[config.mk]
export PLATFORM = sky130hd
export DESIGN_NAME = emsd_ctrl
export DESIGN_NICKNAME = d
export VERILOG_FILES = /design/src/hw/rtl/emsd_pkg.sv /design/src/hw/rtl/emsd_ctrl.sv
export SDC_FILE = /design/constraint.sdc
export NUM_CORES = 1
export LEC_CHECK = 0
export BUFFER_PORTS_ARGS = -buffer_cell sky130_fd_sc_hd__buf_2
export CORE_ASPECT_RATIO = 1.2
export CORE_MARGIN = 8
export CORE_UTILIZATION = 60
export CTS_CLUSTER_DIAMETER = 30
export CTS_CLUSTER_SIZE = 10
export DETAILED_ROUTE_END_ITERATION = 10
export MAX_ROUTING_LAYER = met4
export PLACE_DENSITY = 0.94
export SLEW_MARGIN = 30
export SYNTH_ARGS = -nofsm -noshare
export SYNTH_HDL_FRONTEND = slang
export SYNTH_SLANG_ARGS = --single-unit
[constraint.sdc]
create_clock -name clock -period 5 [get_ports clock]
set_input_delay 1 -clock clock [delete_from_list [all_inputs] [get_ports clock]]
set_output_delay 1 -clock clock [all_outputs]
set_load 0.005 [all_outputs]
[src/hw/rtl/emsd_pkg.sv]
package emsd_pkg;

   // Request commands
   localparam logic [1:0] CMD_REF     = 2'd0;
   localparam logic [1:0] CMD_TGT     = 2'd1;
   localparam logic [1:0] CMD_CORRECT = 2'd2;
   localparam logic [1:0] CMD_CLEAR   = 2'd3;

   // Register indexes
   localparam logic CSR_CHANNELS = 1'b0;
   localparam logic CSR_STRENGTH = 1'b1;

   // Fixed datapath widths, the standard deviation floor and the lane count
   localparam int DIV_W      = 64;
   localparam int DIV_CNT_W  = 6;
   localparam int DEN_W      = 32;
   localparam int NUM_W      = 48;
   localparam int MEAN_W     = 24;
   localparam int EX2_W      = 32;
   localparam int STD_W      = 24;
   localparam int RAW_W      = 34;
   localparam int SQRT_IN_W  = 48;
   localparam int SQRT_CNT_W = 5;
   localparam int GAIN_W     = 37;
   localparam int BIAS_W     = 44;
   localparam int STD_FLOOR  = 66;
   localparam int LANES      = 4;

   typedef enum logic [3:0] {
      OP_NONE,
      OP_ACCUM,
      OP_CLEAR,
      OP_LATCH,
      OP_DIV_START,
      OP_DIV_WAIT,
      OP_VAR,
      OP_SQRT_START,
      OP_SQRT_WAIT,
      OP_MUL1,
      OP_MUL2,
      OP_STORE,
      OP_RESULT
   } dp_op_type;

   typedef enum logic [1:0] {
      DK_MEAN,
      DK_EX2,
      DK_RAW
   } div_kind_type;

   typedef struct packed {
      dp_op_type    op;
      logic         side;
      div_kind_type kind;
      logic [1:0]   chan;
   } dp_cmd_type;

   typedef struct packed {
      logic any_empty;
      logic out_full;
      logic div_done;
      logic sqrt_done;
   } dp_status_type;

endpackage

[src/hw/rtl/emsd_ctrl.sv]
module emsd_ctrl #(
   parameter int MAX_CHANNELS = 4
) (
   input  logic                    clock,
   input  logic                    reset,
   input  logic                    req_valid,
   input  logic [1:0]              req_cmd,
   output logic                    req_ready,
   input  logic                    strength_we,
   input  emsd_pkg::dp_status_type status,
   output emsd_pkg::dp_cmd_type    cmd
);

   typedef enum logic [8:0] {
      S_IDLE   = 9'b000000001,
      S_DSTART = 9'b000000010,
      S_DWAIT  = 9'b000000100,
      S_VAR    = 9'b000001000,
      S_QSTART = 9'b000010000,
      S_QWAIT  = 9'b000100000,
      S_MUL1   = 9'b001000000,
      S_MUL2   = 9'b010000000,
      S_OUT    = 9'b100000000
   } state_type;

   state_type              state_ff, state_in;
   logic [1:0]             chan_ff, chan_in;
   logic                   side_ff, side_in;
   emsd_pkg::div_kind_type kind_ff, kind_in;
   logic                   ready_ff, ready_in;
   logic                   store_ff, store_in;

   always_comb begin
      state_in  = state_ff;
      chan_in   = chan_ff;
      side_in   = side_ff;
      kind_in   = kind_ff;
      ready_in  = ready_ff;
      store_in  = 1'b0;
      cmd.op    = emsd_pkg::OP_NONE;
      cmd.side  = side_ff;
      cmd.kind  = kind_ff;
      cmd.chan  = chan_ff;
      req_ready = (state_ff == S_IDLE) && !store_ff && !status.out_full;
      // a new strength invalidates the coefficients
      if (strength_we) begin
         ready_in = 1'b0;
      end
      // write back coefficients of the channel just finished
      if (store_ff) begin
         cmd.op = emsd_pkg::OP_STORE;
      end
      unique case (state_ff)
         S_IDLE: begin
            if (req_valid && req_ready) begin
               case (req_cmd)
                  emsd_pkg::CMD_REF, emsd_pkg::CMD_TGT: begin
                     cmd.op   = emsd_pkg::OP_ACCUM;
                     cmd.side = (req_cmd == emsd_pkg::CMD_TGT);
                     ready_in = 1'b0;
                  end
                  emsd_pkg::CMD_CLEAR: begin
                     cmd.op   = emsd_pkg::OP_CLEAR;
                     ready_in = 1'b0;
                  end
                  default: begin
                     cmd.op = emsd_pkg::OP_LATCH;
                     if (status.any_empty || ready_ff) begin
                        state_in = S_OUT;
                     end else begin
                        chan_in  = '0;
                        side_in  = 1'b0;
                        kind_in  = emsd_pkg::DK_MEAN;
                        state_in = S_DSTART;
                     end
                  end
               endcase
            end
         end
         S_DSTART: begin
            if (!store_ff) begin
               cmd.op   = emsd_pkg::OP_DIV_START;
               state_in = S_DWAIT;
            end
         end
         S_DWAIT: begin
            cmd.op = emsd_pkg::OP_DIV_WAIT;
            if (status.div_done) begin
               case (kind_ff)
                  emsd_pkg::DK_MEAN: begin
                     kind_in  = emsd_pkg::DK_EX2;
                     state_in = S_DSTART;
                  end
                  emsd_pkg::DK_EX2: state_in = S_VAR;
                  default:          state_in = S_MUL1;
               endcase
            end
         end
         S_VAR: begin
            cmd.op   = emsd_pkg::OP_VAR;
            state_in = S_QSTART;
         end
         S_QSTART: begin
            cmd.op   = emsd_pkg::OP_SQRT_START;
            state_in = S_QWAIT;
         end
         S_QWAIT: begin
            cmd.op = emsd_pkg::OP_SQRT_WAIT;
            if (status.sqrt_done) begin
               if (!side_ff) begin
                  side_in = 1'b1;
                  kind_in = emsd_pkg::DK_MEAN;
               end else begin
                  kind_in = emsd_pkg::DK_RAW;
               end
               state_in = S_DSTART;
            end
         end
         S_MUL1: begin
            cmd.op   = emsd_pkg::OP_MUL1;
            state_in = S_MUL2;
         end
         S_MUL2: begin
            cmd.op   = emsd_pkg::OP_MUL2;
            store_in = 1'b1;
            // advance to the next channel or finish the run
            if (chan_ff == 2'(MAX_CHANNELS - 1)) begin
               ready_in = 1'b1;
               state_in = S_OUT;
            end else begin
               chan_in  = chan_ff + 1'b1;
               side_in  = 1'b0;
               kind_in  = emsd_pkg::DK_MEAN;
               state_in = S_DSTART;
            end
         end
         S_OUT: begin
            if (!store_ff) begin
               cmd.op   = emsd_pkg::OP_RESULT;
               state_in = S_IDLE;
            end
         end
         default: state_in = S_IDLE;
      endcase
      // the store uses the channel of the previous cycle
      if (store_ff) begin
         cmd.chan = chan_ff - 1'b1;
         if (state_ff == S_OUT) begin
            cmd.chan = chan_ff;
         end
      end
   end

   always_ff @(posedge clock) begin
      chan_ff <= chan_in;
      side_ff <= side_in;
      kind_ff <= kind_in;
      if (reset) begin
         state_ff <= S_IDLE;
         ready_ff <= 1'b0;
         store_ff <= 1'b0;
      end else begin
         state_ff <= state_in;
         ready_ff <= ready_in;
         store_ff <= store_in;
      end
   end

endmodule

==> results of run 1 <==
## final timing paths
check | start | endpoint | slack, ps | depth (start not counted)
setup / recovery | state_ff[6]$_SDFFE_PP0P_ | cmd[4] | 1610 | 5
hold reg to reg | ready_ff$_SDFF_PP0_ | ready_ff$_SDFF_PP0_ | 510 | 2
hold / removal | ready_ff$_SDFF_PP0_ | ready_ff$_SDFF_PP0_ | 510 | 2
setup reg to reg | state_ff[8]$_SDFFE_PP0P_ | state_ff[3]$_SDFFE_PP0P_ | 2620 | 5
## cells in the final DEF, fill, tap and decap left out, types with 4 or more instances in the layout
cell	synthesis	final
a21oi_1	7	7
buf_2	1	19
dfxtp_1	11	11
edfxtp_1	5	5
inv_1	9	9
nand2_1	9	9
nand2b_1	7	7
nor2_1	8	8
nor3_1	9	9
nor4_1	8	8
o21ai_0	5	5
xor2_1	4	4
## cell type report
cell class | count | area (sq um) | area share [%]
timing repair buffer | 19 | 95.09 | 7.371
clock buffer | 4 | 36.28 | 2.813
tap | 20 | 25.02 | 1.940
sequential | 16 | 370.4 | 28.71
inverter | 9 | 33.78 | 2.619
multi-input combinational | 106 | 729.5 | 56.55
## per-stage QoR
stage	cell area (sq um)	power (W)	instances
CTS	1290	0.0006043	174
global placement	1254	0.0005046	170
floorplan	1241	0.0004578	143
finish	1290	0.0006086	174
global route	1290	0.0006491	174
detailed placement	1254	0.0005205	170
## layer usage
metal / vias up / track usage [%] / share of wire, %
met5: - / - / 0
met1: 547 / 19.46 / 38
met4: 0 / 5.329 / 1.5
li1: 552 / - / -
met3: 10 / 4.086 / 8.9
met2: 62 / 29.62 / 51
## sequential cells by signal (all words and copies together), names as in the netlist
| name | count |
|---|---|
| store_ff | 1 |
| ready_ff | 1 |
| state_ff | 9 |
| kind_ff | 2 |
| side_ff | 1 |
| chan_ff | 2 |
## cell families after synthesis
| family | Yosys count | share of synthesized area [%] |
|---|---|---|
| mux | 1 | 0.9072 |
| xor+xnor | 7 | 4.940 |
| buf+inv | 21 | 11.39 |
| fa+ha+maj | 1 | 1.008 |
| flops | 16 | 29.84 |
| compound gates | 25 | 14.92 |
| simple gates | 72 | 37.00 |
## power breakdown
part / total [W] / internal [W] / switching, W
registers: 0.000224 / 0.000170 / 0.0000537
logic: 0.000299 / 0.000132 / 0.000166
clock network: 0.0000860 / 0.0000443 / 0.0000417
## worst max-delay path, delay by kind of cell, from the launching register on
family,cells,cell delay (ps)
muxes,1,340
DFF,1,390
and+or+nand+nor,3,1260
buffers and inverters,1,130
==> impl_results.md, run 1 <==
- Most common cell in the netlist: dfxtp_1
- Via count: 1,171
- Clock skew: 9.837 ps
- EDFF count, synth: 5
- Starting density of the core: 61.92%
- Peak VDD IR: approximately 320 uV
- Critical Path RT: 4000 ps
- RSZ-0062 raised after global routing: no
- Total negative setup slack: 0 ps
- Synth warn: 0
- Routed wire length: 3180 um
- Syn avg cell area: 8.680 sq um
- Final hold violation count: 0
- Static Leak: 0.5017 nW
- Die X: 57.52 um
- Status: completed
- Yosys top cell by area: dfxtp_1
- Worst path slowest cell: or4_4
- Total GRT Usage: roughly 17%
- TritonCTS clock tree: done
- F_max: 294.6 MHz
- Crit end category: output port
- Worst-path cell chain: or4_4, or3_4, nor3_2, mux2_1, buf_2
- Rel. slew slack: 44.61%
- Yosys cell types: 53
- Commonest cells in the netlist: dfxtp_1, inv_1, nand2_1, nor3_1
- Crit path arrival time: 2390 ps
- Fin. max-slew vios: 0
- Util after Layout: roughly 64%
- Max incr delay on CP: about 630 ps
- Setup repair bufs after CTS: 0
- Post-Synthesis Cell Area: ~1200 sq um
- Remaining DRCs: 0
- WS Path Type: reg2out
- Post-DRT Antenna Nets: 0
- Drt wl/cell: 18.28 um
- Syn Inst Count: 143
- Ys flop type: dfxtp_1
- First-pass GRT wire length: 5175 um
- Clock sinks: 16
- Grt total ovfl: 0
- Area share of the largest cell type after synthesis: between 15 and 20%
- Final hold slack: 508.8 ps
- Largest net degree at the start of global routing: 15
- FP Rows: 18
- Vias in the first global route: 1,124
- Ranking of synthesized cells by area: dfxtp_1, edfxtp_1, buf_6
- Die area: 3786 sq um
- Sequential share of the synthesized area: 29.84%
- Ys async rst share: 0%
- Max cap viols: 0
- Placer Congestion: 1.016
- Fin crit share: 67.90%
- Min cycle time layout: 3395 ps
- Post-CTS sizing: 0
- Clock Latency Late Sink: 290 ps
- Syn_nets: between 150 and 200
- Core area: 2004 sq um
- Die Span Y: 65.83 um
- # fillers: 168
- Startpoint Class: register
- Initial antenna violation count: 0
- Area growth from synthesis to layout: 3.932%
- Clock-pin slew on the worst setup and hold paths: 100 ps
- TritonCTS buffer count: 3
- I/O Buffers: 19
- Root Driver: clkbuf_4
- Routed vias/inst: between 6 and 7
- Final nets: 166
- CTS hold repair buffers: 0
- CTS H-Tree Depth: 1
- Yosys reg bits: 16
- Share of layout cells above drive strength 1: 25.97%
- DRT iter0 DRCs: 70
- DRT Pass-1 Iters: 4
- Pre-CTS setup slack: 1920 ps
- Diode count: 0
- I/O pin count: 20
- Slack of the critical path: 1605 ps
- Worst Path Max Fanout: 10
- Min-delay worst type: reg2reg
- Longest Clk Path Bufs: 2
- Post-DP HPWL: 2494 um
- Actual slew at the worst max-slew pin: 828.8 ps
- Setup violations, final: 0
- Power per cell area: ~470 nW/um^2
Note: power is estimated with default switching activity, not from simulation.
==> run 2, diff against run 1 <==
--- a/config.mk
+++ b/config.mk
@@ -8,12 +8,12 @@
 export BUFFER_PORTS_ARGS = -buffer_cell sky130_fd_sc_hd__buf_2
 export CORE_ASPECT_RATIO = 1.2
 export CORE_MARGIN = 8
-export CORE_UTILIZATION = 60
+export CORE_UTILIZATION = 50
 export CTS_CLUSTER_DIAMETER = 30
 export CTS_CLUSTER_SIZE = 10
 export DETAILED_ROUTE_END_ITERATION = 10
 export MAX_ROUTING_LAYER = met4
-export PLACE_DENSITY = 0.94
+export PLACE_DENSITY = 0.85
 export SLEW_MARGIN = 30
 export SYNTH_ARGS = -nofsm -noshare
 export SYNTH_HDL_FRONTEND = slang
==> constraint.sdc (replaced) <==
create_clock -name clock -period 3.05 [get_ports clock]
set_input_delay 0.61 -clock clock [delete_from_list [all_inputs] [get_ports clock]]
set_output_delay 0.61 -clock clock [all_outputs]
set_load 0.005 [all_outputs]
==> impl_results.md, run 2 (synthesized netlist as in run 1, its figures left out) <==
- I/O pin count: 20 (unchanged)
- Clock skew: 0.6599 ps (was 9.837 ps)
- Max FFs per register: 9 (unchanged)
- Largest Register: state_ff (unchanged)
- Sw frac: 43.98% (was 42.98%)
- Combinational power share: 52.4% (was 49.1%)
- Final hold slack: 522.7 ps (was 508.8 ps)
- Status: completed (unchanged)
- Max cap viols: 0 (unchanged)
- Min cycle time layout: 2950 ps
- Final nets: 170 (was 166)
- Top flop regs: state_ff (9), chan_ff (2), kind_ff (2) (unchanged)
- Die Span Y: 70.58 um (was 65.83 um)
- Switching power: 0.0004390 W (was 0.0002616 W)
- Initial antenna violation count: 0 (unchanged)
- WS Path Type: reg2out (unchanged)
- Critical Path RT: 2440 ps (was 4000 ps)
- Die X: 61.48 um (was 57.52 um)
- Fin. max-slew vios: 0 (unchanged)
- Largest net degree at the start of global routing: 12 (was 15)
- Post-DRT Antenna Nets: 0 (unchanged)
- Root Driver: clkbuf_4 (unchanged)
- Core area: 2452 sq um (was 2004 sq um)
- F_max: 339.0 MHz
- DRT iter0 DRCs: 78 (was 70)
- Multi-input gate area: 729.5 sq um (unchanged)
- Placer Congestion: 1.020 (was 1.016)
- Setup violations, final: 0 (unchanged)
- Rel. slew slack: 47.45% (was 44.61%)
- Most frequent cells in the layout: buf_2, inv_1, nand2_1, nor3_1 (was buf_2, dfxtp_1, inv_1, nand2_1, nor3_1)
- CTS H-Tree Depth: 1 (unchanged)
- Clock Latency Late Sink: 300 ps (was 290 ps)
- First-pass GRT wire length: 5043 um (was 5175 um)
- Min-delay worst type: reg2reg (unchanged)
- Share of layout cells above drive strength 1: 29.11% (was 25.97%)
- Remaining DRCs: 0 (unchanged)
- Vias in the first global route: 1,076 (was 1,124)
- Post-DP HPWL: 2448 um (was 2494 um)
- I/O Buffers: 19 (unchanged)
- FP Rows: 20 (was 18)
- Startpoint Class: register (unchanged)
- Grt total ovfl: 0 (unchanged)
- TritonCTS buffer count: 3 (unchanged)
- Worst Path Max Fanout: 9 (was 10)
- Total negative setup slack: 0 ps (unchanged)
- Util after Layout: 54.34% (was 64.36%)
- Die area: 4339 sq um (was 3786 sq um)
- Routed vias/inst: 6.131 (was 6.730)
- RSZ-0062 raised after global routing: no (unchanged)
- Part of the power in registers: 35.1% (was 36.8%)
- Area growth from synthesis to layout: 7.359% (was 3.932%)
- Static Leak: 0.5180 nW (was 0.5017 nW)
- TritonCTS clock tree: done (unchanged)
- Clock-pin slew on the worst setup and hold paths: 100 ps (about the same)
- Actual slew at the worst max-slew pin: 786.3 ps (was 828.8 ps)
- Crit end category: output port (unchanged)
- Power per cell area: 749.1 nW/um^2 (was 471.8 nW/um^2)
- # fillers: 247 (was 168)
- Most common cell after layout, fill and taps aside: buf_2 (unchanged)
- Total GRT Usage: 15.24% (was 17.31%)
- Crit path arrival time: 2340 ps (was 2390 ps)
- Via count: 1,171 (unchanged)
- DRT Pass-1 Iters: 4 (unchanged)
- Clock sinks: 16 (unchanged)
- Routed wire length: 3184 um (was 3180 um)
- Final hold violation count: 0 (unchanged)
- FF+latch area: 376.6 sq um (was 370.4 sq um)
- CTS hold repair buffers: 0 (unchanged)
- Clock power share: 12.6% (was 14.1%)
- Drt wl/cell: 16.67 um (was 18.28 um)
- Internal power: 0.0005592 W (was 0.0003470 W)
- Peak VDD IR: 444.0 uV (was 315.0 uV)
- Diode count: 0 (unchanged)
- Fin crit share: 96.71%
- Starting density of the core: 50.61% (was 61.92%)
- Longest Clk Path Bufs: 2 (unchanged)
[run 2: changes by cell type in the layout (fill, tap and decap cells not counted)]
cell | before | now
buf_4 | 0 | 4
clkbuf_8 | 1 | 0
clkinv_1 | 0 | 1
dfxtp_1 | 11 | 8
dfxtp_2 | 0 | 2
dfxtp_4 | 0 | 1
[run 2: worst max-delay path: stages, from the launching register on]
cell and delay [ps]:
dfxtp_1 420, buf_4 200, or3_2 510, or4_1 500
o211a_1 170, nand4_1 100, buf_2 130
[run 2: area by class of cell]
| class | count | share of cell area [%] |
|---|---|---|
| clock inverters | 1 | 0.2817 |
| multi-input cells | 106 | 54.74 |
| inverters | 9 | 2.535 |
| repair buffers | 23 | 9.390 |
| clock buffers | 3 | 1.690 |
| flip-flops and latches | 16 | 28.26 |
| well taps | 33 | 3.099 |
[run 2: power groups by stage]
stage	sequential [W]	combinational (W)	clock, W
after CTS	0.000346	0.000515	0.000125
after floorplan	0.000314	0.000436	0
after global routing	0.000356	0.000564	0.000136
after global placement	0.000349	0.000489	0
final	0.000350	0.000523	0.000125
after detailed placement	0.000352	0.000512	0
[run 2: path summary, 6_finish.rpt]
check	slack, ps	endpoint	cells after the start	startpoint
hold reg to reg	520	ready_ff$_SDFF_PP0_	2	ready_ff$_SDFF_PP0_
setup / recovery	100	cmd[6]	6	state_ff[0]$_SDFFE_PP1P_
hold / removal	520	ready_ff$_SDFF_PP0_	2	ready_ff$_SDFF_PP0_
setup reg to reg	670	kind_ff[0]$_DFFE_PP_	6	state_ff[7]$_SDFFE_PP0P_
[run 2: metrics by stage]
step,worst slack [ps],instance area [sq um],total power [W],cells
4_1_cts,21.81,1311,0.0009868,189
3_5_place_dp,365.0,1285,0.0008639,185
5_1_grt,22.88,1333,0.001056,191
2_1_floorplan,376.0,1241,0.0007506,143
6_report,100.3,1333,0.0009982,191
3_3_place_gp,400.7,1285,0.0008376,185
[run 2: timing repair]
| item | CTS | global route |
|---|---|---|
| endpoints found under the setup margin | 0 | 4 |
| setup buffers | 0 | 2 |
| gates resized for setup | 0 | 4 |
[run 2: per-layer routing]
layer / global-route usage, % / up-vias / share of wire (%) / wire, um
met2: 22.72 / 60 / 48 / 1524
met5: - / - / 0 / 0
li1: - / 561 / - / -
met4: 6.853 / 0 / 2.7 / 86
met1: 19.30 / 539 / 41 / 1293
met3: 2.541 / 11 / 8.8 / 279
==> run 3, diff against run 2 <==
--- a/config.mk
+++ b/config.mk
@@ -13,7 +13,7 @@
 export CTS_CLUSTER_SIZE = 10
 export DETAILED_ROUTE_END_ITERATION = 10
 export MAX_ROUTING_LAYER = met4
-export PLACE_DENSITY = 0.85
+export PLACE_DENSITY = 0.79
 export SLEW_MARGIN = 30
 export SYNTH_ARGS = -nofsm -noshare
 export SYNTH_HDL_FRONTEND = slang
==> impl_results.md, run 3 (synthesized netlist as in run 1, its figures left out) <==
- Cells on worst reg2reg path: 5 (was 6)
- Largest Register: state_ff (unchanged)
- Critical path depth: 5 (was 6)
- RSZ-0062 raised after global routing: no (unchanged)
- Routed vias/inst: 6.110 (was 6.131)
- Via count: 1,167 (was 1,171)
- R2R Path Start: state_ff[8]$_SDFFE_PP0P_ (was state_ff[7]$_SDFFE_PP0P_)
- Fin crit share: 97.61% (was 96.71%)
- TritonCTS clock tree: done (unchanged)
- Static Leak: 0.5230 nW (was 0.5180 nW)
- Diode count: 0 (unchanged)
- Max incr delay on CP: 600 ps (was 510 ps)
- Final nets: 170 (unchanged)
- TritonCTS buffer count: 3 (unchanged)
- Drt wl/cell: 16.36 um (was 16.67 um)
- Most common cell after layout, fill and taps aside: buf_2 (unchanged)
- Vias in the first global route: 1,134 (was 1,076)
- Delay-heaviest family, CP: simple AND/OR/NAND/NOR gates (unchanged)
- Max cap viols: 0 (unchanged)
- Root Driver: clkbuf_4 (unchanged)
- Crit path arrival time: 2370 ps (was 2340 ps)
- Register-to-register setup slack: 680 ps (was 670 ps)
- Startpoint Class: register (unchanged)
- Setup violations, final: 0 (unchanged)
- Die area: 4339 sq um (unchanged)
- CP bufs+invs: 1 (was 2)
- Routed wire length: 3125 um (was 3184 um)
- Largest net degree at the start of global routing: 15 (was 12)
- Min cycle time layout: 2977 ps (was 2950 ps)
- F_max: 335.9 MHz (was 339.0 MHz)
- Die X: 61.48 um (unchanged)
- Crit end category: output port (unchanged)
- Total negative setup slack: 0 ps (unchanged)
- Worst Hold Launch: ready_ff$_SDFF_PP0_ (unchanged)
- WS Path Type: reg2out (unchanged)
- Worst Path Max Fanout: 9 (unchanged)
- Peak VDD IR: 490.5 uV (was 444.0 uV)
- Top flop regs: state_ff (9), chan_ff (2), kind_ff (2) (unchanged)
- Critical path startpoint: state_ff[5]$_SDFFE_PP0P_ (was state_ff[0]$_SDFFE_PP1P_)
- I/O Buffers: 19 (unchanged)
- First-pass GRT wire length: 5313 um (was 5043 um)
- Most frequent cells in the layout: buf_2, inv_1, nand2_1 (was buf_2, inv_1, nand2_1, nor3_1)
- Initial antenna violation count: 0 (unchanged)
- Final hold violation count: 0 (unchanged)
- Status: completed (unchanged)
- I/O pin count: 20 (unchanged)
- Clock Latency Late Sink: 300 ps (about the same)
- Grt total ovfl: 0 (unchanged)
- Longest Clk Path Bufs: 2 (unchanged)
- Min-delay worst type: reg2reg (unchanged)
- Area growth from synthesis to layout: 8.367% (was 7.359%)
- WHS Path Cells: 2 (unchanged)
- Worst path slowest cell: or4_4 (was or3_2)
- Placer Congestion: 0.9735 (was 1.020)
- Pre-CTS setup slack: 352.3 ps (was 365.0 ps)
- Max FFs per register: 9 (unchanged)
- Power per cell area: 755.8 nW/um^2 (was 749.1 nW/um^2)
- CTS hold repair buffers: 0 (unchanged)
- Post-DP HPWL: 2451 um (was 2448 um)
- Critical Path RT: 2440 ps (about the same)
- Total GRT Usage: 16.09% (was 15.24%)
- Clock skew: 14.37 ps (was 0.6599 ps)
- Post-DRT Antenna Nets: 0 (unchanged)
- Remaining DRCs: 0 (unchanged)
- Clock sinks: 16 (unchanged)
- DRT Pass-1 Iters: 7 (was 4)
- Rel. slew slack: 46.20% (was 47.45%)
- # fillers: 252 (was 247)
- Core area: 2452 sq um (unchanged)
- Actual slew at the worst max-slew pin: 804.9 ps (was 786.3 ps)
- CTS H-Tree Depth: 1 (unchanged)
- RR Endpoint: state_ff[3]$_SDFFE_PP0P_ (was kind_ff[0]$_DFFE_PP_)
- FP Rows: 20 (unchanged)
- Share of layout cells above drive strength 1: 30.38% (was 29.11%)
- Die Span Y: 70.58 um (unchanged)
- Fin. max-slew vios: 0 (unchanged)
- Worst hold endpoint: ready_ff$_SDFF_PP0_ (unchanged)
- DRT iter0 DRCs: 57 (was 78)
- Worst-path cell chain: or4_4, or3_4, nor3_2, mux2_1, buf_2 (was buf_4, or3_2, or4_1, o211a_1, nand4_1, buf_2)
- Clock-pin slew on the worst setup and hold paths: 110 ps (was 100 ps)
- Slack of the critical path: 72.82 ps (was 100.3 ps)
- Starting density of the core: 50.61% (unchanged)
==> run 3: cell types whose count changed in the layout (fill, tap and decap cells not counted) <==
cell	change
nor3_2	+1
clkbuf_8	+1
dfxtp_2	+1
clkinv_1	-1
dfxtp_4	-1
nor3_1	-1
==> run 3: worst max-delay path by stage <==
stage / endpoint / slack [ps]
after global placement: cmd[4] / 390
after global routing: cmd[4] / 0.1
final: cmd[4] / 70
after floorplan: cmd[4] / 380
after CTS: cmd[4] / 10
after detailed placement: cmd[4] / 350
==> run 3: per-layer routing <==
metal  global-route usage (%)  routed length [um]
met5                        -                   0
met4                    7.360                 116
met1                    19.43                1227
met2                    24.68                1520
met3                    3.085                 260
==> run 3: area by class of cell <==
cell class	instances	area, sq um	share of cell area, %
Clock buffer	4	36.28	2.698
Sequential cell	16	374.1	27.81
Timing Repair Buffer	23	125.1	9.302
Tap cell	33	41.29	3.070
Multi-Input combinational cell	106	734.5	54.60
Inverter	9	33.78	2.512
==> run 3: what timing repair did <==
action	in CTS	in global routing
setup endpoints to repair	0	2
buffers inserted	0	2
gates resized for setup	0	4
==> run 3: worst register-to-register path, delay by kind of cell, from the launching register on <==
family           cells  cell delay, ps
flip-flops           1             550
AND/OR/NAND/NOR      3             830
AO/OA/AOI/OAI        2             890
==> run 3: through the flow <==
stage	area (sq um)	power [W]	instances	utilization [%]	hold WS, ps
finish	1345	0.001017	191	54.85	519.9
global route	1345	0.001084	191	54.85	557.3
CTS	1321	0.001005	189	53.88	519.0
detailed placement	1285	0.0008616	185	52.40	503.7
global placement	1285	0.0008417	185	52.40	497.8
floorplan	1241	0.0007506	143	-	467.2
==> run 3: power by group <==
part / leakage, nW / switching (W) / internal (W)
Sequential: 0.139 / 0.0000747 / 0.000279
Clock: 0.0210 / 0.0000734 / 0.0000729
Combinational: 0.363 / 0.000291 / 0.000226
